--- src/hw/rtl/lpd_pkg.sv ---
// Shared types, constants and power curves for the laser power drive.
package lpd_pkg;

  // Fixed-point format of the power fields (unsigned Q7.8 percent)
  localparam int FRAC_BITS     = 8;
  localparam int REQ_W         = 16;
  localparam int POWER_W       = 15;
  localparam int DUTY_W        = 8;
  localparam int CURVE_ENTRIES = 101;
  localparam int IDX_W         = $clog2(CURVE_ENTRIES);
  localparam logic [IDX_W-1:0]   CURVE_TOP    = IDX_W'(CURVE_ENTRIES - 1);
  localparam logic [POWER_W-1:0] FULL_POWER_Q = POWER_W'(100 << FRAC_BITS);

  // Configuration register indexes
  localparam int CFG_IDX_W = 3;
  localparam logic [CFG_IDX_W-1:0] CFG_LIMIT        = 3'd0;
  localparam logic [CFG_IDX_W-1:0] CFG_TABLE_SELECT = 3'd1;
  localparam logic [CFG_IDX_W-1:0] CFG_HAS_SWITCH   = 3'd2;
  localparam logic [CFG_IDX_W-1:0] CFG_FAN_DELAY    = 3'd3;
  localparam logic [CFG_IDX_W-1:0] CFG_SWITCH_DELAY = 3'd4;

  // Register reset values
  localparam int FAN_DELAY_RST    = 5 * 600;
  localparam int SWITCH_DELAY_RST = 2 * 10;

  // Request kinds
  localparam logic CMD_SET_POWER = 1'b0;
  localparam logic CMD_TICK      = 1'b1;

  // Delayed-off machine state
  typedef enum logic [1:0] {
    ST_CLOSED = 2'd0,
    ST_OPEN   = 2'd1,
    ST_WAIT   = 2'd2
  } lpd_state_t;

  // Command issued to the fan or master switch
  typedef enum logic [1:0] {
    ACT_NONE = 2'd0,
    ACT_ON   = 2'd1,
    ACT_OFF  = 2'd2
  } lpd_act_t;

  // Control from the datapath to one delayed-off machine
  typedef struct packed {
    logic step;     // a request is being processed
    logic tick;     // the request is a 100 ms tick
    logic duty_nz;  // new duty is non-zero
  } lpd_mach_ctl_t;

  // Low-power head curve, duty per integer percent
  localparam logic [DUTY_W-1:0] CURVE_LOW [CURVE_ENTRIES] = '{
    8'd0,
    8'd20,  8'd22,  8'd24,  8'd26,  8'd28,  8'd30,  8'd31,  8'd33,  8'd35,  8'd37,
    8'd39,  8'd41,  8'd43,  8'd45,  8'd47,  8'd49,  8'd51,  8'd53,  8'd54,  8'd56,
    8'd58,  8'd60,  8'd63,  8'd65,  8'd67,  8'd69,  8'd71,  8'd73,  8'd75,  8'd77,
    8'd79,  8'd82,  8'd84,  8'd86,  8'd88,  8'd90,  8'd93,  8'd95,  8'd97,
    8'd100, 8'd102, 8'd103, 8'd106, 8'd109, 8'd111, 8'd113, 8'd116, 8'd119, 8'd121,
    8'd123, 8'd125, 8'd128, 8'd130, 8'd133, 8'd135, 8'd138, 8'd140, 8'd143, 8'd145,
    8'd148, 8'd150, 8'd153, 8'd156, 8'd158, 8'd161, 8'd164, 8'd166, 8'd169,
    8'd171, 8'd174, 8'd177, 8'd179, 8'd182, 8'd185, 8'd187, 8'd190, 8'd192, 8'd196,
    8'd198, 8'd200, 8'd203, 8'd205, 8'd208, 8'd210, 8'd211, 8'd214, 8'd217, 8'd218,
    8'd221, 8'd224, 8'd226, 8'd228, 8'd231, 8'd234, 8'd236, 8'd240, 8'd242,
    8'd247, 8'd251, 8'd255
  };

  // Ten-watt head curve
  localparam logic [DUTY_W-1:0] CURVE_HIGH [CURVE_ENTRIES] = '{
    8'd0,   8'd27,  8'd27,  8'd29,  8'd32,  8'd35,  8'd37,  8'd40,  8'd42,  8'd45,
    8'd47,  8'd49,  8'd51,  8'd54,  8'd56,  8'd59,  8'd61,  8'd63,  8'd65,  8'd68,
    8'd70,  8'd72,  8'd75,  8'd77,  8'd79,  8'd82,  8'd84,  8'd87,  8'd90,  8'd92,
    8'd94,  8'd97,  8'd99,  8'd101, 8'd103, 8'd106, 8'd108, 8'd110, 8'd112, 8'd115,
    8'd117, 8'd120, 8'd122, 8'd124, 8'd126, 8'd128, 8'd131, 8'd133, 8'd135, 8'd138,
    8'd140, 8'd142, 8'd144, 8'd147, 8'd149, 8'd151, 8'd153, 8'd156, 8'd158, 8'd161,
    8'd163, 8'd166, 8'd168, 8'd171, 8'd173, 8'd176, 8'd178, 8'd180, 8'd182, 8'd185,
    8'd188, 8'd190, 8'd192, 8'd193, 8'd195, 8'd198, 8'd200, 8'd202, 8'd204, 8'd207,
    8'd209, 8'd212, 8'd214, 8'd216, 8'd218, 8'd221, 8'd224, 8'd226, 8'd228, 8'd230,
    8'd233, 8'd235, 8'd239, 8'd241, 8'd242, 8'd245, 8'd247, 8'd250, 8'd252, 8'd254,
    8'd255
  };

endpackage

--- src/hw/rtl/lpd_ifs.sv ---
// Request and result channel interfaces of the laser power drive.
interface lpd_in_if;
  logic        valid;
  logic        ready;
  logic        cmd;
  logic [15:0] power_q8;

  modport source (output valid, cmd, power_q8, input ready);
  modport sink   (input valid, cmd, power_q8, output ready);
endinterface

interface lpd_out_if;
  logic                valid;
  logic                ready;
  logic [7:0]          pwm_duty;
  logic [14:0]         applied_power_q8;
  logic                tube_on;
  lpd_pkg::lpd_state_t fan_mode;
  lpd_pkg::lpd_state_t switch_mode;
  lpd_pkg::lpd_act_t   fan_command;
  lpd_pkg::lpd_act_t   switch_command;

  modport source (output valid, pwm_duty, applied_power_q8, tube_on, fan_mode,
                  switch_mode, fan_command, switch_command, input ready);
  modport sink   (input valid, pwm_duty, applied_power_q8, tube_on, fan_mode,
                  switch_mode, fan_command, switch_command, output ready);
endinterface

--- src/hw/rtl/laser_power_drive_with_delayed_off_unit.sv ---
// Top level of the laser power drive with delayed-off fan and master switch.
//
// Usage: each request on in_ch is either a power setting (cmd 0, power_q8 in
// unsigned Q8.8 percent) or one 100 ms tick (cmd 1). Every request yields
// exactly one result on out_ch: the drive duty, the clamped power, tube on,
// the fan and switch modes and any fan or switch command raised by it.
// Registers are to be written through cfg_we / cfg_index / cfg_data only while
// no request is in flight, which the block does not check; a write lands at the clock edge.
// The request lands in the input register at its accepting edge and moves
// into the result register, which raises out_ch.valid, once the result side
// is free. Throughput: one request per cycle while out_ch.ready is high; the
// curve lookup, interpolation multiply and machine updates all sit in the
// single stage between the two registers.
// Reset (rst_n low, synchronous): both channels empty, duty and power zero,
// both machines closed, registers at 100.0 limit, low-power curve, switch
// disabled, fan delay 3000 ticks, switch delay 20 ticks.
// Stall: when out_ch.ready is low the result is held and the input register
// keeps one more request; in_ch.ready falls only when both are full.
module laser_power_drive_with_delayed_off_unit #(
  parameter  int DELAY_BITS = 12,
  localparam int CfgW       = (DELAY_BITS > lpd_pkg::POWER_W) ? DELAY_BITS : lpd_pkg::POWER_W
) (
  input  logic                            clk,
  input  logic                            rst_n,
  lpd_in_if.sink                          in_ch,
  lpd_out_if.source                       out_ch,
  input  logic                            cfg_we,
  input  logic [lpd_pkg::CFG_IDX_W-1:0]   cfg_index,
  input  logic [CfgW-1:0]                 cfg_data
);
  import lpd_pkg::*;

  // Configuration registers
  logic [POWER_W-1:0]    limit_r;
  logic                  tsel_r;
  logic                  msw_r;
  logic [DELAY_BITS-1:0] fan_dly_r;
  logic [DELAY_BITS-1:0] sw_dly_r;

  always_ff @(posedge clk) begin
    if (!rst_n) begin
      limit_r   <= FULL_POWER_Q;
      tsel_r    <= 1'b0;
      msw_r     <= 1'b0;
      fan_dly_r <= DELAY_BITS'(FAN_DELAY_RST);
      sw_dly_r  <= DELAY_BITS'(SWITCH_DELAY_RST);
    end else if (cfg_we) begin
      case (cfg_index)
        CFG_LIMIT:        limit_r   <= cfg_data[POWER_W-1:0];
        CFG_TABLE_SELECT: tsel_r    <= cfg_data[0];
        CFG_HAS_SWITCH:   msw_r     <= cfg_data[0];
        CFG_FAN_DELAY:    fan_dly_r <= cfg_data[DELAY_BITS-1:0];
        CFG_SWITCH_DELAY: sw_dly_r  <= cfg_data[DELAY_BITS-1:0];
        default: ;
      endcase
    end
  end

  // Input register
  logic             s1_valid_r;
  logic             s1_valid_nxt;
  logic             s1_cmd_r;
  logic [REQ_W-1:0] s1_power_r;
  logic             s1_go;
  logic             in_take;
  logic             out_valid_r;
  logic             out_valid_nxt;

  assign s1_go       = s1_valid_r && (!out_valid_r || out_ch.ready);
  assign in_ch.ready = !s1_valid_r || s1_go;
  assign in_take     = in_ch.valid && in_ch.ready;

  always_comb begin
    if (in_take) begin
      s1_valid_nxt = 1'b1;
    end else if (s1_go) begin
      s1_valid_nxt = 1'b0;
    end else begin
      s1_valid_nxt = s1_valid_r;
    end
  end

  always_ff @(posedge clk) begin
    if (!rst_n) begin
      s1_valid_r <= 1'b0;
    end else begin
      s1_valid_r <= s1_valid_nxt;
    end
  end

  always_ff @(posedge clk) begin
    if (in_take) begin
      s1_cmd_r   <= in_ch.cmd;
      s1_power_r <= in_ch.power_q8;
    end
  end

  // Curve lookup and interpolation
  logic [POWER_W-1:0] interp_power;
  logic [DUTY_W-1:0]  new_duty;

  lpd_curve_interp u_interp (
    .power_q8      (s1_power_r),
    .cap_q8        (limit_r),
    .table_sel     (tsel_r),
    .applied_power (interp_power),
    .duty          (new_duty)
  );

  // Held duty and power; a power setting replaces them
  logic               is_set;
  logic [DUTY_W-1:0]  duty_r;
  logic [DUTY_W-1:0]  duty_nxt;
  logic [POWER_W-1:0] power_r;
  logic [POWER_W-1:0] power_nxt;

  assign is_set    = (s1_cmd_r == CMD_SET_POWER);
  assign duty_nxt  = is_set ? new_duty : duty_r;
  assign power_nxt = is_set ? interp_power : power_r;

  always_ff @(posedge clk) begin
    if (!rst_n) begin
      duty_r  <= '0;
      power_r <= '0;
    end else if (s1_go) begin
      duty_r  <= duty_nxt;
      power_r <= power_nxt;
    end
  end

  // Fan and master switch machines
  lpd_mach_ctl_t fan_ctl;
  lpd_mach_ctl_t sw_ctl;
  lpd_state_t    fan_mode;
  lpd_state_t    sw_mode;
  lpd_act_t      fan_act;
  lpd_act_t      sw_act;

  assign fan_ctl = '{step: s1_go, tick: s1_cmd_r, duty_nz: (new_duty != '0)};
  assign sw_ctl  = '{step: s1_go && msw_r, tick: s1_cmd_r, duty_nz: (new_duty != '0)};

  lpd_delay_off #(.DELAY_BITS(DELAY_BITS)) u_fan (
    .clk      (clk),
    .rst_n    (rst_n),
    .ctl      (fan_ctl),
    .delay    (fan_dly_r),
    .mode_nxt (fan_mode),
    .command  (fan_act)
  );

  lpd_delay_off #(.DELAY_BITS(DELAY_BITS)) u_switch (
    .clk      (clk),
    .rst_n    (rst_n),
    .ctl      (sw_ctl),
    .delay    (sw_dly_r),
    .mode_nxt (sw_mode),
    .command  (sw_act)
  );

  // Result register
  logic [DUTY_W-1:0]  o_duty_r;
  logic [POWER_W-1:0] o_power_r;
  lpd_state_t         o_fan_mode_r;
  lpd_state_t         o_sw_mode_r;
  lpd_act_t           o_fan_act_r;
  lpd_act_t           o_sw_act_r;

  always_comb begin
    if (s1_go) begin
      out_valid_nxt = 1'b1;
    end else if (out_ch.ready) begin
      out_valid_nxt = 1'b0;
    end else begin
      out_valid_nxt = out_valid_r;
    end
  end

  always_ff @(posedge clk) begin
    if (!rst_n) begin
      out_valid_r <= 1'b0;
    end else begin
      out_valid_r <= out_valid_nxt;
    end
  end

  always_ff @(posedge clk) begin
    if (s1_go) begin
      o_duty_r     <= duty_nxt;
      o_power_r    <= power_nxt;
      o_fan_mode_r <= fan_mode;
      o_sw_mode_r  <= sw_mode;
      o_fan_act_r  <= fan_act;
      o_sw_act_r   <= sw_act;
    end
  end

  assign out_ch.valid            = out_valid_r;
  assign out_ch.pwm_duty         = o_duty_r;
  assign out_ch.applied_power_q8 = o_power_r;
  assign out_ch.tube_on          = (o_duty_r != '0);
  assign out_ch.fan_mode         = o_fan_mode_r;
  assign out_ch.switch_mode      = o_sw_mode_r;
  assign out_ch.fan_command      = o_fan_act_r;
  assign out_ch.switch_command   = o_sw_act_r;

  // An on command always leaves the fan open
  a_fan_on_open: assert property (@(posedge clk) disable iff (!rst_n)
    out_ch.valid && (out_ch.fan_command == ACT_ON) |-> out_ch.fan_mode == ST_OPEN)
    else $error("fan on command without open mode");

  // An off command always leaves the fan closed
  a_fan_off_closed: assert property (@(posedge clk) disable iff (!rst_n)
    out_ch.valid && (out_ch.fan_command == ACT_OFF) |-> out_ch.fan_mode == ST_CLOSED)
    else $error("fan off command without closed mode");

  // Applied power never exceeds full scale
  a_power_bound: assert property (@(posedge clk) disable iff (!rst_n)
    out_ch.valid |-> out_ch.applied_power_q8 <= FULL_POWER_Q)
    else $error("applied power above 100 percent");

  // A request sitting in the input register moves on when the result side frees
  a_s1_drains: assert property (@(posedge clk) disable iff (!rst_n)
    s1_valid_r && !out_valid_r |=> out_valid_r)
    else $error("input register did not advance into empty result register");

endmodule

--- src/hw/rtl/lpd_curve_interp.sv ---
// Power clamp and linear interpolation over the selected power curve.
module lpd_curve_interp (
  input  logic [lpd_pkg::REQ_W-1:0]   power_q8,
  input  logic [lpd_pkg::POWER_W-1:0] cap_q8,
  input  logic                        table_sel,
  output logic [lpd_pkg::POWER_W-1:0] applied_power,
  output logic [lpd_pkg::DUTY_W-1:0]  duty
);
  import lpd_pkg::*;

  logic [POWER_W-1:0]     req_sat;
  logic [POWER_W-1:0]     lim_sat;
  logic [POWER_W-1:0]     p;
  logic [IDX_W-1:0]       idx_a;
  logic [IDX_W-1:0]       idx_b;
  logic [FRAC_BITS-1:0]   frac;
  logic [FRAC_BITS:0]     w_a;
  logic [DUTY_W-1:0]      c_a;
  logic [DUTY_W-1:0]      c_b;
  logic [DUTY_W+FRAC_BITS:0] sum;

  // Saturate request and limit to 100 percent, then request to limit
  always_comb begin
    req_sat = (power_q8 > REQ_W'(FULL_POWER_Q)) ? FULL_POWER_Q : power_q8[POWER_W-1:0];
    lim_sat = (cap_q8 > FULL_POWER_Q) ? FULL_POWER_Q : cap_q8;
    p       = (req_sat > lim_sat) ? lim_sat : req_sat;
  end

  // Curve neighbors; the top entry is its own upper neighbor
  always_comb begin
    frac  = p[FRAC_BITS-1:0];
    idx_a = p[FRAC_BITS+IDX_W-1:FRAC_BITS];
    if (idx_a >= CURVE_TOP) begin
      idx_a = CURVE_TOP;
      idx_b = CURVE_TOP;
    end else begin
      idx_b = idx_a + IDX_W'(1);
    end
    c_a = table_sel ? CURVE_HIGH[idx_a] : CURVE_LOW[idx_a];
    c_b = table_sel ? CURVE_HIGH[idx_b] : CURVE_LOW[idx_b];
  end

  // Weighted sum, truncated; never exceeds full scale
  always_comb begin
    w_a  = (FRAC_BITS+1)'(1 << FRAC_BITS) - {1'b0, frac};
    sum  = (DUTY_W+FRAC_BITS+1)'(c_a * w_a) + (DUTY_W+FRAC_BITS+1)'(c_b * frac);
    duty = sum[DUTY_W+FRAC_BITS-1:FRAC_BITS];
  end

  assign applied_power = p;

endmodule

--- src/hw/rtl/lpd_delay_off.sv ---
// Delayed-off machine: opens on non-zero duty, closes after a tick delay at zero.
module lpd_delay_off #(
  parameter int DELAY_BITS = 12
) (
  input  logic                   clk,
  input  logic                   rst_n,
  input  lpd_pkg::lpd_mach_ctl_t ctl,
  input  logic [DELAY_BITS-1:0]  delay,
  output lpd_pkg::lpd_state_t    mode_nxt,
  output lpd_pkg::lpd_act_t      command
);
  import lpd_pkg::*;

  lpd_state_t            state_r;
  lpd_state_t            state_nxt;
  logic [DELAY_BITS-1:0] count_r;
  logic [DELAY_BITS-1:0] count_nxt;

  // State register
  always_ff @(posedge clk) begin
    if (!rst_n) begin
      state_r <= ST_CLOSED;
      count_r <= '0;
    end else begin
      state_r <= state_nxt;
      count_r <= count_nxt;
    end
  end

  // Next state and command
  always_comb begin
    state_nxt = state_r;
    count_nxt = count_r;
    command   = ACT_NONE;
    if (ctl.step) begin
      if (ctl.tick) begin
        if (state_r == ST_WAIT) begin
          if (count_r < delay) begin
            count_nxt = count_r + DELAY_BITS'(1);
          end else begin
            state_nxt = ST_CLOSED;
            command   = ACT_OFF;
          end
        end
      end else begin
        case (state_r)
          ST_OPEN: begin
            if (!ctl.duty_nz) begin
              state_nxt = ST_WAIT;
              count_nxt = '0;
            end
          end
          ST_WAIT: begin
            if (ctl.duty_nz) begin
              state_nxt = ST_OPEN;
              count_nxt = '0;
            end
          end
          ST_CLOSED: begin
            if (ctl.duty_nz) begin
              state_nxt = ST_OPEN;
              command   = ACT_ON;
            end
          end
          default: begin
            state_nxt = ST_CLOSED;
          end
        endcase
      end
    end
  end

  assign mode_nxt = state_nxt;

endmodule

--- src/flat_wrapper.sv ---
// flat-port wrapper written by rule: the top's interface ports become plain ports
module laser_power_drive_with_delayed_off_unit_flat import lpd_pkg::*;
#(
  parameter  int DELAY_BITS = 12,
  localparam int CfgW       = (DELAY_BITS > lpd_pkg::POWER_W) ? DELAY_BITS : lpd_pkg::POWER_W
)
  (clk, rst_n, cfg_we, cfg_index, cfg_data, in_ch_valid, in_ch_cmd, in_ch_power_q8, in_ch_ready, out_ch_valid, out_ch_pwm_duty, out_ch_applied_power_q8, out_ch_tube_on, out_ch_fan_mode, out_ch_switch_mode, out_ch_fan_command, out_ch_switch_command, out_ch_ready);
  lpd_in_if in_ch_i ();
  lpd_out_if out_ch_i ();
  input  logic clk;
  input  logic rst_n;
  input  logic cfg_we;
  input  logic [lpd_pkg::CFG_IDX_W-1:0] cfg_index;
  input  logic [CfgW-1:0] cfg_data;
  input wire logic [$bits(in_ch_i.valid)-1:0] in_ch_valid;
  input wire logic [$bits(in_ch_i.cmd)-1:0] in_ch_cmd;
  input wire logic [$bits(in_ch_i.power_q8)-1:0] in_ch_power_q8;
  output wire logic [$bits(in_ch_i.ready)-1:0] in_ch_ready;
  output wire logic [$bits(out_ch_i.valid)-1:0] out_ch_valid;
  output wire logic [$bits(out_ch_i.pwm_duty)-1:0] out_ch_pwm_duty;
  output wire logic [$bits(out_ch_i.applied_power_q8)-1:0] out_ch_applied_power_q8;
  output wire logic [$bits(out_ch_i.tube_on)-1:0] out_ch_tube_on;
  output wire logic [$bits(out_ch_i.fan_mode)-1:0] out_ch_fan_mode;
  output wire logic [$bits(out_ch_i.switch_mode)-1:0] out_ch_switch_mode;
  output wire logic [$bits(out_ch_i.fan_command)-1:0] out_ch_fan_command;
  output wire logic [$bits(out_ch_i.switch_command)-1:0] out_ch_switch_command;
  input wire logic [$bits(out_ch_i.ready)-1:0] out_ch_ready;
  assign in_ch_i.valid = in_ch_valid;
  assign in_ch_i.cmd = in_ch_cmd;
  assign in_ch_i.power_q8 = in_ch_power_q8;
  assign in_ch_ready = in_ch_i.ready;
  assign out_ch_valid = out_ch_i.valid;
  assign out_ch_pwm_duty = out_ch_i.pwm_duty;
  assign out_ch_applied_power_q8 = out_ch_i.applied_power_q8;
  assign out_ch_tube_on = out_ch_i.tube_on;
  assign out_ch_fan_mode = out_ch_i.fan_mode;
  assign out_ch_switch_mode = out_ch_i.switch_mode;
  assign out_ch_fan_command = out_ch_i.fan_command;
  assign out_ch_switch_command = out_ch_i.switch_command;
  assign out_ch_i.ready = out_ch_ready;
  laser_power_drive_with_delayed_off_unit #(.DELAY_BITS(DELAY_BITS)) u_core (.clk(clk), .rst_n(rst_n), .in_ch(in_ch_i), .out_ch(out_ch_i), .cfg_we(cfg_we), .cfg_index(cfg_index), .cfg_data(cfg_data));
endmodule
--- config.mk ---
export PLATFORM = sky130hd
export DESIGN_NAME = laser_power_drive_with_delayed_off_unit_flat
export DESIGN_NICKNAME = d
export VERILOG_FILES = /design/src/hw/rtl/lpd_pkg.sv /design/src/hw/rtl/lpd_ifs.sv /design/src/hw/rtl/laser_power_drive_with_delayed_off_unit.sv /design/src/hw/rtl/lpd_curve_interp.sv /design/src/hw/rtl/lpd_delay_off.sv /design/src/flat_wrapper.sv
export SDC_FILE = /design/constraint.sdc
export NUM_CORES = 1
export LEC_CHECK = 0
export BUFFER_PORTS_ARGS = -buffer_cell sky130_fd_sc_hd__buf_2
export CAP_MARGIN = 40
export CORE_MARGIN = 1.5
export CORE_UTILIZATION = 48
export CTS_BUF_LIST = sky130_fd_sc_hd__clkbuf_4
export CTS_CLUSTER_DIAMETER = 40
export DETAILED_ROUTE_END_ITERATION = 16
export GPL_ROUTABILITY_DRIVEN = 0
export SLEW_MARGIN = 25
export SYNTH_ARGS = -nofsm -noshare
export SYNTH_HDL_FRONTEND = slang
export SYNTH_HIERARCHICAL = 1
export SYNTH_SLANG_ARGS = --single-unit
--- constraint.sdc ---
create_clock -name clk -period 25.5 [get_ports clk]
set_clock_uncertainty 0.2 [all_clocks]
set_input_delay 5.1 -clock clk [delete_from_list [all_inputs] [get_ports clk]]
set_output_delay 5.1 -clock clk [all_outputs]
set_load 0.01 [all_outputs]
======== Word level (Yosys, flattened, before mapping) ========
Memory sizes are Yosys's and may differ from the RTL's.
Cells that the tools add are included.
W data, S select, Z words.
storage, ports and cells
  flip-flop bits (word level) ............. 142
  bits in latches ......................... 0
  memories ................................ 4
  memory bits (read-only) ................. 4,096
  input port bits ......................... 40
  output and inout port bits .............. 34
  RAM bits ................................ 0
operators by class
  shift operators ......................... 0
  bitwise gates (word level) .............. 2
  div/mod/pow operators ................... 0
  eq/ne operators ......................... 16
  multiply operators ...................... 2
  add/subtract/negate cells ............... 5
  order comparisons ....................... 8
  muxes and demuxes ....................... 54
  reductions and logical operators ........ 25
memories
  name              depth  width  read ports  clocked after Yosys merged registers in  write ports  line                    RTL
  (name not given)  128    8      1           0                                        0            lpd_curve_interp.sv:40  c_b = table_sel ? CURVE_HIGH[idx_b] : CURVE_LOW[idx_b];
  (name not given)  128    8      1           0                                        0            lpd_curve_interp.sv:40
  (name not given)  128    8      1           0                                        0            lpd_curve_interp.sv:39  c_a = table_sel ? CURVE_HIGH[idx_a] : CURVE_LOW[idx_a];
  (name not given)  128    8      1           0                                        0            lpd_curve_interp.sv:39
operator list
  cell                     count
  $mux W12                 8
  $mux W8                  11
  $mux W15                 4
  $pmux W12 S2             2
  $mux W2                  19
  $add A12 B1 Y12 const B  2
  $lt A12 B12 Y1           2
  $add A16 B16 Y16         1
  $ge A8 B8 Y1 const B     2
  $gt A16 B15 Y1 const B   1
  $mul A8 B8 Y16           1
  $mul A8 B9 Y16           1
  $not A7 Y8               2
  $reduce_bool A8 Y1       2
  $gt A15 B15 Y1           1
  $gt A15 B15 Y1 const B   1
  $mux W7                  2
  $reduce_and A6 Y1        2
  $reduce_and A2 Y1        5
  $ne A3 B2 Y1 const B     3
  $sub A9 B8 Y9 const A    1
  $ne A2 B2 Y1 const B     4
  $pmux W2 S2              2
  $reduce_bool A2 Y1       4
  15 further kinds         29

======== Logic depth before layout (Yosys ltp) ========
  depth after elaboration ................. 18
  mapped depth ............................ 56
  gate-level depth less buffers ........... 50

======== Cells and area by module ========
Netlist, hierarchy kept.
by module, submodules not included
  module                                   instances  sequential area each (um^2)  area each (um^2)  cells each
  lpd_curve_interp                         1          0.0                          9,434.0           1,319
  laser_power_drive_with_delayed_off_unit  1          2,762.6                      4,040.1           301
  lpd_delay_off                            2          280.3                        1,234.9           151

======== Worst setup path before layout ========
OpenSTA, ideal clock, no wires.
  path type ............................... reg-to-reg
  start point ............................. register u_core.s1_power_r[14]
  end point ............................... register u_core.u_fan.count_r[10]
  period minus slack after synthesis ...... 11.807 ns
  setup slack ............................. 13.693 ns
  setup time .............................. 0.080 ns
  path buffers ............................ 4
  cell stages (with the launch flop) ...... 48
  arrival ................................. 11.528 ns
  path through ............................ edfxtp_1 a21oi_1 or2_1 buf_4 or2_2 and2_1 ha_1 a21oi_1 a21oi_1 o21a_2 o21ai_4 clkbuf_1 mux2_2 ha_1 inv_1 nor3_1 a22oi_1 ha_1 [... 12 more ...] fa_1 fa_1 fa_1 ha_1 a21oi_1 nor2_1 a211oi_4 o21ai_2 o31ai_2 xnor2_1 nor4_1 nand2_1 mux2i_1 a31oi_1 inv_1 a31o_1 buf_6 o221ai_2
RTL lines
  element                 line                                           RTL
  start, declared         laser_power_drive_with_delayed_off_unit.sv:63  logic [REQ_W-1:0] s1_power_r;
  start signal, assigned  laser_power_drive_with_delayed_off_unit.sv:94  s1_power_r <= in_ch.power_q8;
  end signal, assigned    lpd_delay_off.sv:26                            count_r <= count_nxt;
  end, declared           lpd_delay_off.sv:16                            logic [DELAY_BITS-1:0] count_r;

==> implementation parameters <==
Parameter                              Value

Status
  Result of the run    finished, final reports clean

Routing
  Remaining design rule violation count    0
  Post-route antenna net violation count    0
  Starting DRT DRC Count    1398
  Iteration count of the initial detailed-routing pass    5
  Average routed wire per standard cell    19.3 um
  Via count    14300
  Total wire length    46200 um
  Average vias per placed instance    5.99

Clocking
  Number of clock sinks seen by CTS    142
  Root Buffer Master    sky130_fd_sc_hd__clkbuf_4
  Clock latency on the worst-skew pair    550 ps
  Clock buffer depth    2
  Clock input transition at the sequential cells of the worst setup and hold paths    120 ps
  Post-CTS Setup Inserts    0
  Number of buffers inserted during clock tree synthesis    17
  Maximum level of the CTS H-tree    4
  TritonCTS clock tree    yes
  # resized after CTS    0
  Number of buffers added to fix hold violations after cts    0

Synth
  Post-synthesis async set-or-reset flop share    0%
  Sequential cell area fraction in the yosys report    20.8%
  Count of yosys warnings during synthesis    6
  Xor and xnor area share after synthesis    1.59%
  Number of synthesized flops with an enable pin    48
  Largest family of logic cells by synthesized area    adder cells
  Syn_nets    2196
  Synth Area per Inst    8.30 um^2
  Adder-Cell Fraction of Synth Area    23.1%
  Post-Synth Simple-Gate Area    19.6%
  Library cells used by synthesis    106
  Share of the synthesized area in compound gates (AO/OA/AOI/OAI)    22.1%
  Post-synth design cell area    15900 um^2
  Most instantiated flip-flop cell in the synthesis netlist    sky130_fd_sc_hd__dfxtp_1
  Register bit total from synthesis    142
  Mux share of post-synthesis cell area    4.02%
  Number of instances in the synthesized netlist    1922

Die
  I/O pin count    74
  Die Height    185 um
  Starting utilization of the core area    48.9%
  DIE AREA    34300 um^2
  # rows    66
  Total core area    32600 um^2
  Horizontal extent of the die    185 um

Cells and area
  Final instance area    17000 um^2
  Fraction of layout cells with a size suffix above 1    13.8%
  Area delta synth->final    6.51%
  Nets    2214
  Filler cells    3143

GRT
  Vias in the first global route    13700
  Number of antenna violations at the first check in global routing    1
  Remaining global-route overflow    0
  Largest net degree at the start of global routing    63
  Total routing resource utilization after global routing    27.7%
  Global-route wire length before repair    74700 um

STA
  Worst slew margin relative to its limit    38.0%
  Final setup margin    11770 ps
  Transition at the pin with the smallest max-transition slack    920 ps
  Summed negative setup slack over all endpoints    0 ps
  RSZ-0062 raised after global routing    false
  Fin crit share    53.9%
  Max frequency    0.0728 GHz
  Number of hold-slack violations in the final timing report    0
  Minimum clock period after layout    13730 ps
  Final Hold Slack    270 ps
  Setup violation total in the final timing report    0
  Max-slew violations    0

Placement
  Area after DPL    16600 um^2
  HPWL after detailed placement    34400 um
  Worst setup timing slack at the placement stage    12030 ps
  Number of buffer cells added on primary ports    73

Worst setup path
  Slowest stage cell on the critical path    sky130_fd_sc_hd__mux4_2
  R2r setup slk    11770 ps
  Crit. End Element    flip-flop
  Worst Setup Start Kind    flip-flop
  Critical setup path kind    flip-flop to flip-flop
  Worst EP required    25720 ps
  Max Fanout on Critical Path    31
  Stage delay of the slowest cell on the critical path    590 ps
  Worst endpoint data arrival time    13950 ps
  Most frequent cell on the critical path    sky130_fd_sc_hd__fa_1

Run
  MaxCap Viol Count    0

Worst hold path
  Worst Hold Class    flip-flop to flip-flop
## through the flow
stage,util (%),cells
6_report,52.1,2396
4_1_cts,52.0,2392
3_3_place_gp,50.8,2354
2_1_floorplan,-,1922
3_5_place_dp,51.0,2360
5_1_grt,52.1,2396
## registers in the layout, summed over array words and instances, names as in the netlist, 8 cells and up
name                            cells
u_core/duty_r                       8
u_core/fan_dly_r                   12
u_core/power_r                     15
u_core/limit_r                     15
u_core/u_fan/count_r               12
u_core/s1_power_r                  16
u_core/sw_dly_r                    12
u_core/u_switch/count_r            12
u_core/out_ch.pwm_duty              8
u_core/out_ch.applied_power_q8     15
## logic make-up (layout without fill, tap and decap cells)
group                      count (synthesis)  after routing
buffers and inverters                    343            374
AOI/OAI and AO/OA                        482            482
and+or+nand+nor                          640            640
other                                      0              1
adders and majority gates                234            234
muxes                                     53             53
xor gates and xnor gates                  28             28
DFF                                      142            142
## Yosys cell counts, drive strengths merged, types with 10 or more instances
cell	n	area share [%]
a211oi	18	1.1
a21oi	108	3.4
a221oi	10	0.77
a22o	27	1.5
a31oi	22	0.86
and2	26	1.0
and3	16	0.63
and4	14	0.81
buf	53	2.0
clkbuf	58	1.4
dfxtp	94	12
edfxtp	48	9.0
fa	100	13
ha	134	11
inv	230	5.4
mux2	25	1.8
mux2i	22	1.4
nand2	175	4.2
nand2b	22	0.86
nand3	84	2.6
nand4	24	1.0
nor2	176	4.2
nor2b	12	0.47
nor3	39	1.4
o211ai	30	1.6
o21ai	127	4.5
o221ai	27	2.0
o22ai	13	0.51
o311ai	10	0.60
or2	16	0.63
xnor2	25	1.4
## cells in the final DEF (no fill, tap or decap), types with 6 or more instances in the layout
master                       n
sky130_fd_sc_hd__fa_1      100
sky130_fd_sc_hd__buf_2      76
sky130_fd_sc_hd__a311oi_1    9
sky130_fd_sc_hd__mux4_2      6
sky130_fd_sc_hd__mux2i_1    22
sky130_fd_sc_hd__nor3_1     36
sky130_fd_sc_hd__nor2b_1    11
sky130_fd_sc_hd__and3_1     16
sky130_fd_sc_hd__a211oi_1   15
sky130_fd_sc_hd__o211ai_2    6
sky130_fd_sc_hd__a21oi_1   107
sky130_fd_sc_hd__and2_1     26
sky130_fd_sc_hd__a31oi_1    22
sky130_fd_sc_hd__inv_1     225
sky130_fd_sc_hd__a22o_1     27
sky130_fd_sc_hd__a21o_1      6
sky130_fd_sc_hd__or2_2      13
sky130_fd_sc_hd__and4_1     10
sky130_fd_sc_hd__or4_1       7
sky130_fd_sc_hd__buf_4      28
sky130_fd_sc_hd__o22ai_1    13
sky130_fd_sc_hd__nand3_1    84
sky130_fd_sc_hd__mux2_2     24
sky130_fd_sc_hd__nand2_1   172
sky130_fd_sc_hd__a221oi_1    8
sky130_fd_sc_hd__nor2_1    174
sky130_fd_sc_hd__o211ai_1   24
sky130_fd_sc_hd__edfxtp_1   48
sky130_fd_sc_hd__o221ai_2   14
sky130_fd_sc_hd__o221ai_1   13
sky130_fd_sc_hd__nand4_1    23
sky130_fd_sc_hd__dfxtp_1    94
sky130_fd_sc_hd__ha_1      134
sky130_fd_sc_hd__nand2b_1   22
sky130_fd_sc_hd__xnor2_1    23
sky130_fd_sc_hd__clkbuf_4   19
sky130_fd_sc_hd__o21ai_2    17
sky130_fd_sc_hd__o21ai_0   105
sky130_fd_sc_hd__o311ai_0    9
sky130_fd_sc_hd__nor4_1      7
## critical path, delay by kind of cell, from the launching register on
kind | cells | cell delay, ps
adder cells (fa/ha/maj) | 9 | 4170
XOR/XNOR | 1 | 120
AND/OR/NAND/NOR | 9 | 2480
buffers and inverters | 7 | 1520
flip-flops | 1 | 450
AO/OA/AOI/OAI | 15 | 3370
multiplexers | 3 | 1250
## area by class of cell
cell class	instances	area (um^2)	share of cell area, %
multi-input cells	1437	11200	66.2
flip-flops and latches	142	3320	19.6
inverters	232	873	5.14
repair buffers	110	662	3.90
well taps	442	553	3.26
clock inverters	14	189	1.11
clock buffers	18	135	0.796
diodes	1	2.50	0.0147
## routing by layer
metal	track usage [%]	share of wire, %
met3	3.87	6.4
met5	0	0
met4	8.94	2.5
met1	37.4	44
met2	45.5	48
## final timing paths
path                         start                         end  depth (start not counted)
max reg2reg  u_core/s1_power_r[14]  u_core/u_switch/count_r[8]                         44
min             u_core/limit_r[12]          u_core/limit_r[12]                          2
max          u_core/s1_power_r[14]  u_core/u_switch/count_r[8]                         44
min reg2reg     u_core/limit_r[12]          u_core/limit_r[12]                          2
Power is not shown: default switching activity piles up to over one toggle a cycle in this logic, so the estimate is an artifact.
